### config.mk
export PLATFORM = sky130hd
export DESIGN_NAME = llp_isqrt
export DESIGN_NICKNAME = d
export VERILOG_FILES = /design/src/sv/lat_long_to_local_position_macros.svh /design/src/sv/llp_pkg.sv /design/src/sv/llp_isqrt.sv
export SDC_FILE = /design/constraint.sdc
export NUM_CORES = 2
export LEC_CHECK = 0
export BUFFER_PORTS_ARGS = -buffer_cell sky130_fd_sc_hd__buf_2
export CAP_MARGIN = 10
export CORE_UTILIZATION = 42
export DETAILED_ROUTE_END_ITERATION = 12
export GPL_TIMING_DRIVEN = 0
export PLACE_DENSITY = 0.64
export SYNTH_ARGS = -nofsm -noshare
export SYNTH_HDL_FRONTEND = slang
export SYNTH_SLANG_ARGS = --single-unit
### constraint.sdc
create_clock -name clk -period 5.5 [get_ports clk]
set_input_delay 0.825 -clock clk [delete_from_list [all_inputs] [get_ports clk]]
set_output_delay 0.825 -clock clk [all_outputs]
set_load 0.05 [all_outputs]
### src/sv/lat_long_to_local_position_macros.svh
// Assertion macros for the local position block
`ifndef LAT_LONG_TO_LOCAL_POSITION_MACROS_SVH
`define LAT_LONG_TO_LOCAL_POSITION_MACROS_SVH
`ifndef NO_ASSERTIONS
`define LLP_ASSERT_IMPL(label, clk, rst_n, ante, cons) \
	label: assert property (@(posedge clk) disable iff (!rst_n) (ante) |-> (cons)) \
		else $error("%m: check failed");
`define LLP_ASSERT_NEXT(label, clk, rst_n, ante, cons) \
	label: assert property (@(posedge clk) disable iff (!rst_n) (ante) |=> (cons)) \
		else $error("%m: check failed");
`else
`define LLP_ASSERT_IMPL(label, clk, rst_n, ante, cons)
`define LLP_ASSERT_NEXT(label, clk, rst_n, ante, cons)
`endif
`endif

### src/sv/llp_pkg.sv
package llp_pkg;
	localparam int ITERS = 28;
	localparam int LAT_W = 30;
	localparam int LON_W = 31;
	localparam int RAD_W = 23;
	localparam int OUT_W = 30;
	localparam int CW = 34;

	localparam logic [1:0] REG_ORIGIN_LAT = 2'd0;
	localparam logic [1:0] REG_ORIGIN_LON = 2'd1;
	localparam logic [1:0] REG_RADIUS = 2'd2;

	localparam logic signed [CW-1:0] ONE_Q30 = CW'(64'sd1073741824);
	localparam logic signed [CW-1:0] HALF_PI_Q30 = CW'(64'sd1686629713);
	localparam logic signed [CW-1:0] GAIN_INV_Q30 = CW'(64'sd652032874);
	localparam logic [32:0] DEG180_Q23 = 33'd1509949440;
	localparam logic [32:0] DEG90_Q23 = 33'd754974720;
	localparam logic [34:0] DEG_TO_RAD = 35'd19190098069;
	localparam logic [RAD_W-1:0] RADIUS_RESET = RAD_W'(6371000);

	typedef enum logic {MODE_ROT, MODE_VEC} cmode_t;

	typedef struct packed {
		logic signed [CW-1:0] x;
		logic signed [CW-1:0] y;
		logic signed [CW-1:0] z;
	} cvec_t;

	function automatic logic signed [CW-1:0] atan_of(input logic [4:0] i);
		logic signed [CW-1:0] r;
		unique case (i)
			5'd0: r = CW'(64'sd843314856);
			5'd1: r = CW'(64'sd497837829);
			5'd2: r = CW'(64'sd263043836);
			5'd3: r = CW'(64'sd133525158);
			5'd4: r = CW'(64'sd67021686);
			5'd5: r = CW'(64'sd33543515);
			5'd6: r = CW'(64'sd16775850);
			5'd7: r = CW'(64'sd8388437);
			5'd8: r = CW'(64'sd4194282);
			5'd9: r = CW'(64'sd2097149);
			default: r = (CW'(64'sd1) <<< (5'd30 - i)) - CW'(64'sd1);
		endcase
		return r;
	endfunction

	function automatic logic [32:0] fold_q23(input logic signed [32:0] a);
		logic signed [33:0] m;
		logic signed [33:0] d180;
		logic [32:0] r;
		d180 = signed'(34'(DEG180_Q23));
		m = 34'(a);
		if (m >= d180) m = m - d180;
		if (m >= d180) m = m - d180;
		if (m < 0) m = m + d180;
		if (m < 0) m = m + d180;
		r = m[32:0];
		if (r > DEG90_Q23) r = DEG180_Q23 - r;
		return r;
	endfunction
endpackage

### src/sv/llp_isqrt.sv
module llp_isqrt (
	input  logic        clk,
	input  logic [61:0] din,
	output logic [30:0] root
);
	import llp_pkg::*;
	logic [61:0] rem [0:31];
	logic [30:0] acc [0:31];
	assign rem[0] = din;
	assign acc[0] = '0;
	for (genvar g = 0; g < 31; g++) begin : g_step
		logic [63:0] trial;
		logic [63:0] rshift;
		assign trial = {acc[g], 2'b01} << (2 * (30 - g));
		assign rshift = 64'(rem[g]);
		always_ff @(posedge clk) begin
			if (rshift >= trial) begin
				rem[g+1] <= 62'(rshift - trial);
				acc[g+1] <= {acc[g][29:0], 1'b1};
			end else begin
				rem[g+1] <= rem[g];
				acc[g+1] <= {acc[g][29:0], 1'b0};
			end
		end
	end
	assign root = acc[31];
endmodule

* Word level (Yosys, flattened, before mapping)
Cells that the tools add are included.
Cells by class: add/sub/neg operators 30, order comparisons 31, muxes and demuxes 61
Operators by type and width (count):
- two-way mux 62 bit | 30
- greater-or-equal comparator 62 x 32 -> 1 bit | 1
- greater-or-equal comparator 62 x 33 -> 1 bit | 1
- greater-or-equal comparator 62 x 34 -> 1 bit | 1
- greater-or-equal comparator 62 x 35 -> 1 bit | 1
- greater-or-equal comparator 62 x 36 -> 1 bit | 1
- greater-or-equal comparator 62 x 37 -> 1 bit | 1
- greater-or-equal comparator 62 x 38 -> 1 bit | 1
- greater-or-equal comparator 62 x 39 -> 1 bit | 1
- greater-or-equal comparator 62 x 40 -> 1 bit | 1
- greater-or-equal comparator 62 x 41 -> 1 bit | 1
- greater-or-equal comparator 62 x 42 -> 1 bit | 1
- greater-or-equal comparator 62 x 43 -> 1 bit | 1
- greater-or-equal comparator 62 x 44 -> 1 bit | 1
- greater-or-equal comparator 62 x 45 -> 1 bit | 1
- greater-or-equal comparator 62 x 46 -> 1 bit | 1
- greater-or-equal comparator 62 x 47 -> 1 bit | 1
- greater-or-equal comparator 62 x 48 -> 1 bit | 1
- greater-or-equal comparator 62 x 49 -> 1 bit | 1
- greater-or-equal comparator 62 x 50 -> 1 bit | 1
- greater-or-equal comparator 62 x 51 -> 1 bit | 1
- greater-or-equal comparator 62 x 52 -> 1 bit | 1
- greater-or-equal comparator 62 x 53 -> 1 bit | 1
- greater-or-equal comparator 62 x 54 -> 1 bit | 1
- other kinds (39) | 69
Word-level totals: register bits after elaboration 2356, word-level logic and storage cells 183

* Longest topological paths before layout
word-level depth 2, gate-level depth with buffers 15, depth with buffers taken out 12

* Worst setup path before layout
Ideal clock, no wire load.
kind register to register, start reg rem (netlist bit g_step[27].rshift[44]), end reg rem (netlist bit g_step[28].rshift[48]), library setup time 0.127 ns, arrival 3.196 ns, data required time 5.373 ns, path slack 2.176 ns, stages on the path, launching flop included 12, buffers on the path 1, cell sequence dfxtp_1 > or3_1 > or3_1 > or4_1 > or3_1 > or4_1 > o21ba_4 > inv_2 > o211ai_1 > buf_4 > nor3_1 > xor2_1
On the way: cells in the longest elaborated chain, start to end 2
RTL lines:
- start: declaration | RTL line llp_isqrt.sv:7 | logic [61:0] rem [0:31];
- start signal: indexed assignment | RTL line llp_isqrt.sv:18 | rem[g+1] <= 62'(rshift - trial);
- start signal: indexed assignment | RTL line llp_isqrt.sv:21 | rem[g+1] <= rem[g];
- subtractor 62 x 35 -> 62 bit or greater-or-equal comparator 62 x 35 -> 1 bit (tied branches) | RTL line llp_isqrt.sv:18, llp_isqrt.sv:17
- two-way mux 62 bit * | RTL line llp_isqrt.sv:17 | if (rshift >= trial) begin
Mark *: on every way between the ends. The rest lies on a longest branch, timed or not.

* Final worst setup path
start reg rem (netlist bit g_step[28].rshift[46]), end reg rem (netlist bit g_step[29].rshift[24])
On the way: cells in the longest elaborated chain, start to end 2
RTL lines (RTL line):
- greater-or-equal comparator 62 x 34 -> 1 bit | llp_isqrt.sv:17
- two-way mux 62 bit | llp_isqrt.sv:17
No other way between the ends.

==> metrics.md <==
| Metric | Value |
|---|---|
| Slew Viols, Final | 0 |
| Cell count after synthesis | 9109 |
| Worst flop-to-flop path startpoint | g_step[28].rshift[46] |
| Failing checks | design-rule violations |
| R2r worst-path depth | 10 |
| Die X | between 400 and 500 um |
| Max Clk Rate | about 200 MHz |
| Hold Path Origin | din[16] |
| Port Buffers | 93 |
| Asr flop ratio synth | 0 |
| Ratio of cells with drive above 1 in the final layout | 0.0733 |
| Die Y-Extent | 465 um |
| Vias | around 66000 |
| Prevailing post-synth register cell | dfxtp_1 |
| DPL Wire Length | about 190 mm |
| Routed length per instance | between 15 and 20 um |
| Unique masters post-synth | 93 |
| Register-to-register path setup slack | 510 ps |
| CTS tree | built |
| Dpl ws | 554 ps |
| Die area | roughly 220000 um2 |
| RSZ-0062 raised after global routing | no |
| Hold Crit Depth | 1 |
| Setup_tns | 0 ps |
| Minimum clock period | around 5000 ps |
| CTS Root Cell | clkbuf_16 |
| Critical path's slowest cell | nor3_1 |
| DR vias/cell | roughly 5.3 |
| Pwr/cell area | around 540 nW/um2 |
| CP Depth | 10 |
| Top Family by Delay on Critical Path | simple AND/OR/NAND/NOR gates |
| Startpoint types | flip-flop |
| Data required, critical path | 6220 ps |
| Vias in the first global route | around 65000 |
| Crit path largest cell delay | 720 ps |
| Crit-path cells | or4_1 -> or4_1 -> or3_1 -> nor3_1 -> nand3_1 -> nor2_1 -> clkbuf_1 -> clkbuf_1 -> nand2_1 -> o21ai_0 |
| Final setup fails | 0 |
| Wirelength, routed | 236 mm |
| Post-Synth Adder-Cell Area | 0.0731 |
| Crit path capture type | flip-flop |
| Largest net degree at the start of global routing | 22 |
| Clock latency at the later pin of the worst-skew pair | ~900 ps |
| Iter 0 DRT Violations | 4673 |
| Post-Syn Area per Cell | between 9 and 10 um2 |
| Crit Path Max Fanout | 10 |
| Area Overhead vs Synth | 15.0% |
| Final Cycle Share | 0.907 |
| Post-CTS Setup Bufs | 0 |
| Largest family of logic cells by synthesized area | simple AND/OR/NAND/NOR gates |
| Final worst setup slack | 510 ps |
| Worst slew margin | 0.150 |
| XOR/XNOR share of the synthesized area | 0.0809 |
| Outcome | finished with violations |
| Tot GR Track Use | 0.214 |
| Hold Crit Class | input pin to flip-flop |
| Post-synth EDFFs | 0 |
| Clock Sinks | 2356 |
| Hold path endpoint | g_step[1].rshift[16] |
| WS Path Type | flip-flop to flip-flop |
| Reg clk slew, reported paths | 60 ps |
| Starting density of the core | 0.424 |
| Ports | 94 |
| YS warnings | 0 |
| Layout Skew | 96.5 ps |
| First-pass detailed-route iteration total | 12 |
| First-pass GRT wire length | 367 mm |
| H-tree Lvls | 4 |
| Post-Syn Area | 89900 um2 |
| Routed Antenna Nets | 0 |
| Post-synthesis mux area share | 0.0101 |
| Final nets | between 10000 and 15000 |
| Fin. Hold Viols | 0 |
| Inserted Clock Buffers | 230 |
| CTS Buffer Depth | 3 |
| Routability cong. | 0.923 |
| Syn Nets | 9697 |
| IR drop worst, VDD | ~0.00034 V |
| Max cap viols | 0 |
| Synth Area in Compound Gates | 0.116 |
| Grt ovf | 0 |
| Leakage | 46.6 nW |
| Worst reg2reg endpoint | g_step[29].rshift[24] |
| Tightest Pin Transition | 1260 ps |
| Arrival @ worst endpoint | 5710 ps |
| Post-synthesis sequential area ratio | 0.525 |
| CORE AREA | about 210000 um2 |
| Fin util | 0.487 |
| DRC violations left | 12 |
| Initial antenna violation count | 8 |
| Synth Area in Simple Gates | 0.157 |
| #FFs+latches synth | between 2000 and 2500 |
| Crit path buffers/inverters | 2 |
| # rows | around 170 |
==> stage by stage <==
step,cell area (um2),hold slack (ps),cells,power (mW)
floorplan,89900,322,9109,33.4
global placement,93900,327,12000,37.6
detailed placement,93900,330,12000,37.8
CTS,103000,14.5,12500,55.6
global route,103000,54.7,12500,58.3
finish,103000,106,12500,55.3
==> kinds of logic (layout without fill, tap and decap cells) <==
logic type               Yosys count  in the layout
XOR/XNOR                         830            830
flip-flops                      2356           2356
buffers and inverters            878           1471
other                              0              6
multiplexers                      82             82
AND/OR/NAND/NOR                 2762           2762
adder cells (fa/ha/maj)          525            525
AO/OA/AOI/OAI                   1676           1676
==> cell usage in the layout (no fill, tap or decap), types with 58 or more instances in the layout <==
master,instances
a21o_1,194
a21oi_1,547
buf_2,108
clkbuf_1,181
clkbuf_16,230
dfxtp_1,2356
dlygate4sd3_1,58
ha_1,525
inv_1,641
mux2_2,68
nand2_1,585
nand2b_1,117
nand3_1,158
nand4_1,167
nor2_1,650
nor2b_1,73
nor3_1,254
nor4_1,326
o21a_1,85
o21ai_0,430
or3_1,91
or4_1,77
xnor2_1,427
xor2_1,403
==> where the power goes <==
group	internal [mW]	leakage (nW)	switching [mW]
clock network	10.7	4.26	6.99
logic	5.76	22.6	7.53
registers	21.0	19.7	3.41
total	37.4	46.6	17.9
==> repair_timing <==
action	in CTS	in global routing
resized for setup	0	0
hold buffers	58	0
hold endpoints to repair	58	0
setup endpoints to repair	0	0
==> state kept, by name, summed over array words and instances (netlist names) <==
signal         count
g_step.rshift   1860
acc              465
root              31
==> final cells by class <==
class                   count  area, um2
clock buffers             287       6350
well taps                2821       3530
repair buffers            157       1080
inverters                 646       2420
plain buffers             232       1060
clock inverters           149       2500
multi-input cells        5875      39300
fillers                 19500     109000
diodes                      6       15.0
flip-flops and latches   2356      47200
==> worst max-delay path by stage <==
stage / from / end / slack, ps
4_1_cts: g_step[21].rshift[14] / g_step[22].rshift[27] / 460
2_1_floorplan: g_step[27].rshift[44] / g_step[28].rshift[48] / 2180
6_report: g_step[28].rshift[46] / g_step[29].rshift[24] / 510
3_5_place_dp: g_step[21].rshift[14] / g_step[22].rshift[31] / 550
5_1_grt: g_step[28].rshift[46] / g_step[29].rshift[24] / 290
3_3_place_gp: g_step[21].rshift[14] / g_step[22].rshift[31] / 520
==> routing by layer <==
metal | routed length, um | track usage
met2 | 113000 | 0.365
met3 | 11000 | 0.0277
met4 | 6250 | 0.0667
met5 | 27 | 0
met1 | 106000 | 0.279
==> cell usage after synthesis (all sizes together) (39+ instances only) <==
library cell | instances | area, um2
a211oi | 51 | 383
a21o | 194 | 1460
a21oi | 547 | 2740
a31oi | 46 | 288
and3 | 46 | 288
buf | 69 | 449
clkbuf | 163 | 613
dfxtp | 2356 | 47200
ha | 525 | 6570
inv | 645 | 2420
mux2 | 69 | 781
nand2 | 585 | 2200
nand2b | 117 | 732
nand3 | 158 | 791
nand4 | 167 | 1040
nor2 | 650 | 2440
nor2b | 73 | 457
nor3 | 254 | 1270
nor4 | 328 | 2060
o21a | 85 | 638
o21ai | 431 | 2160
o21bai | 44 | 330
o31ai | 39 | 293
or3 | 91 | 569
or4 | 77 | 578
xnor2 | 427 | 3740
xor2 | 403 | 3530
Power figures use the tool's default switching activity.
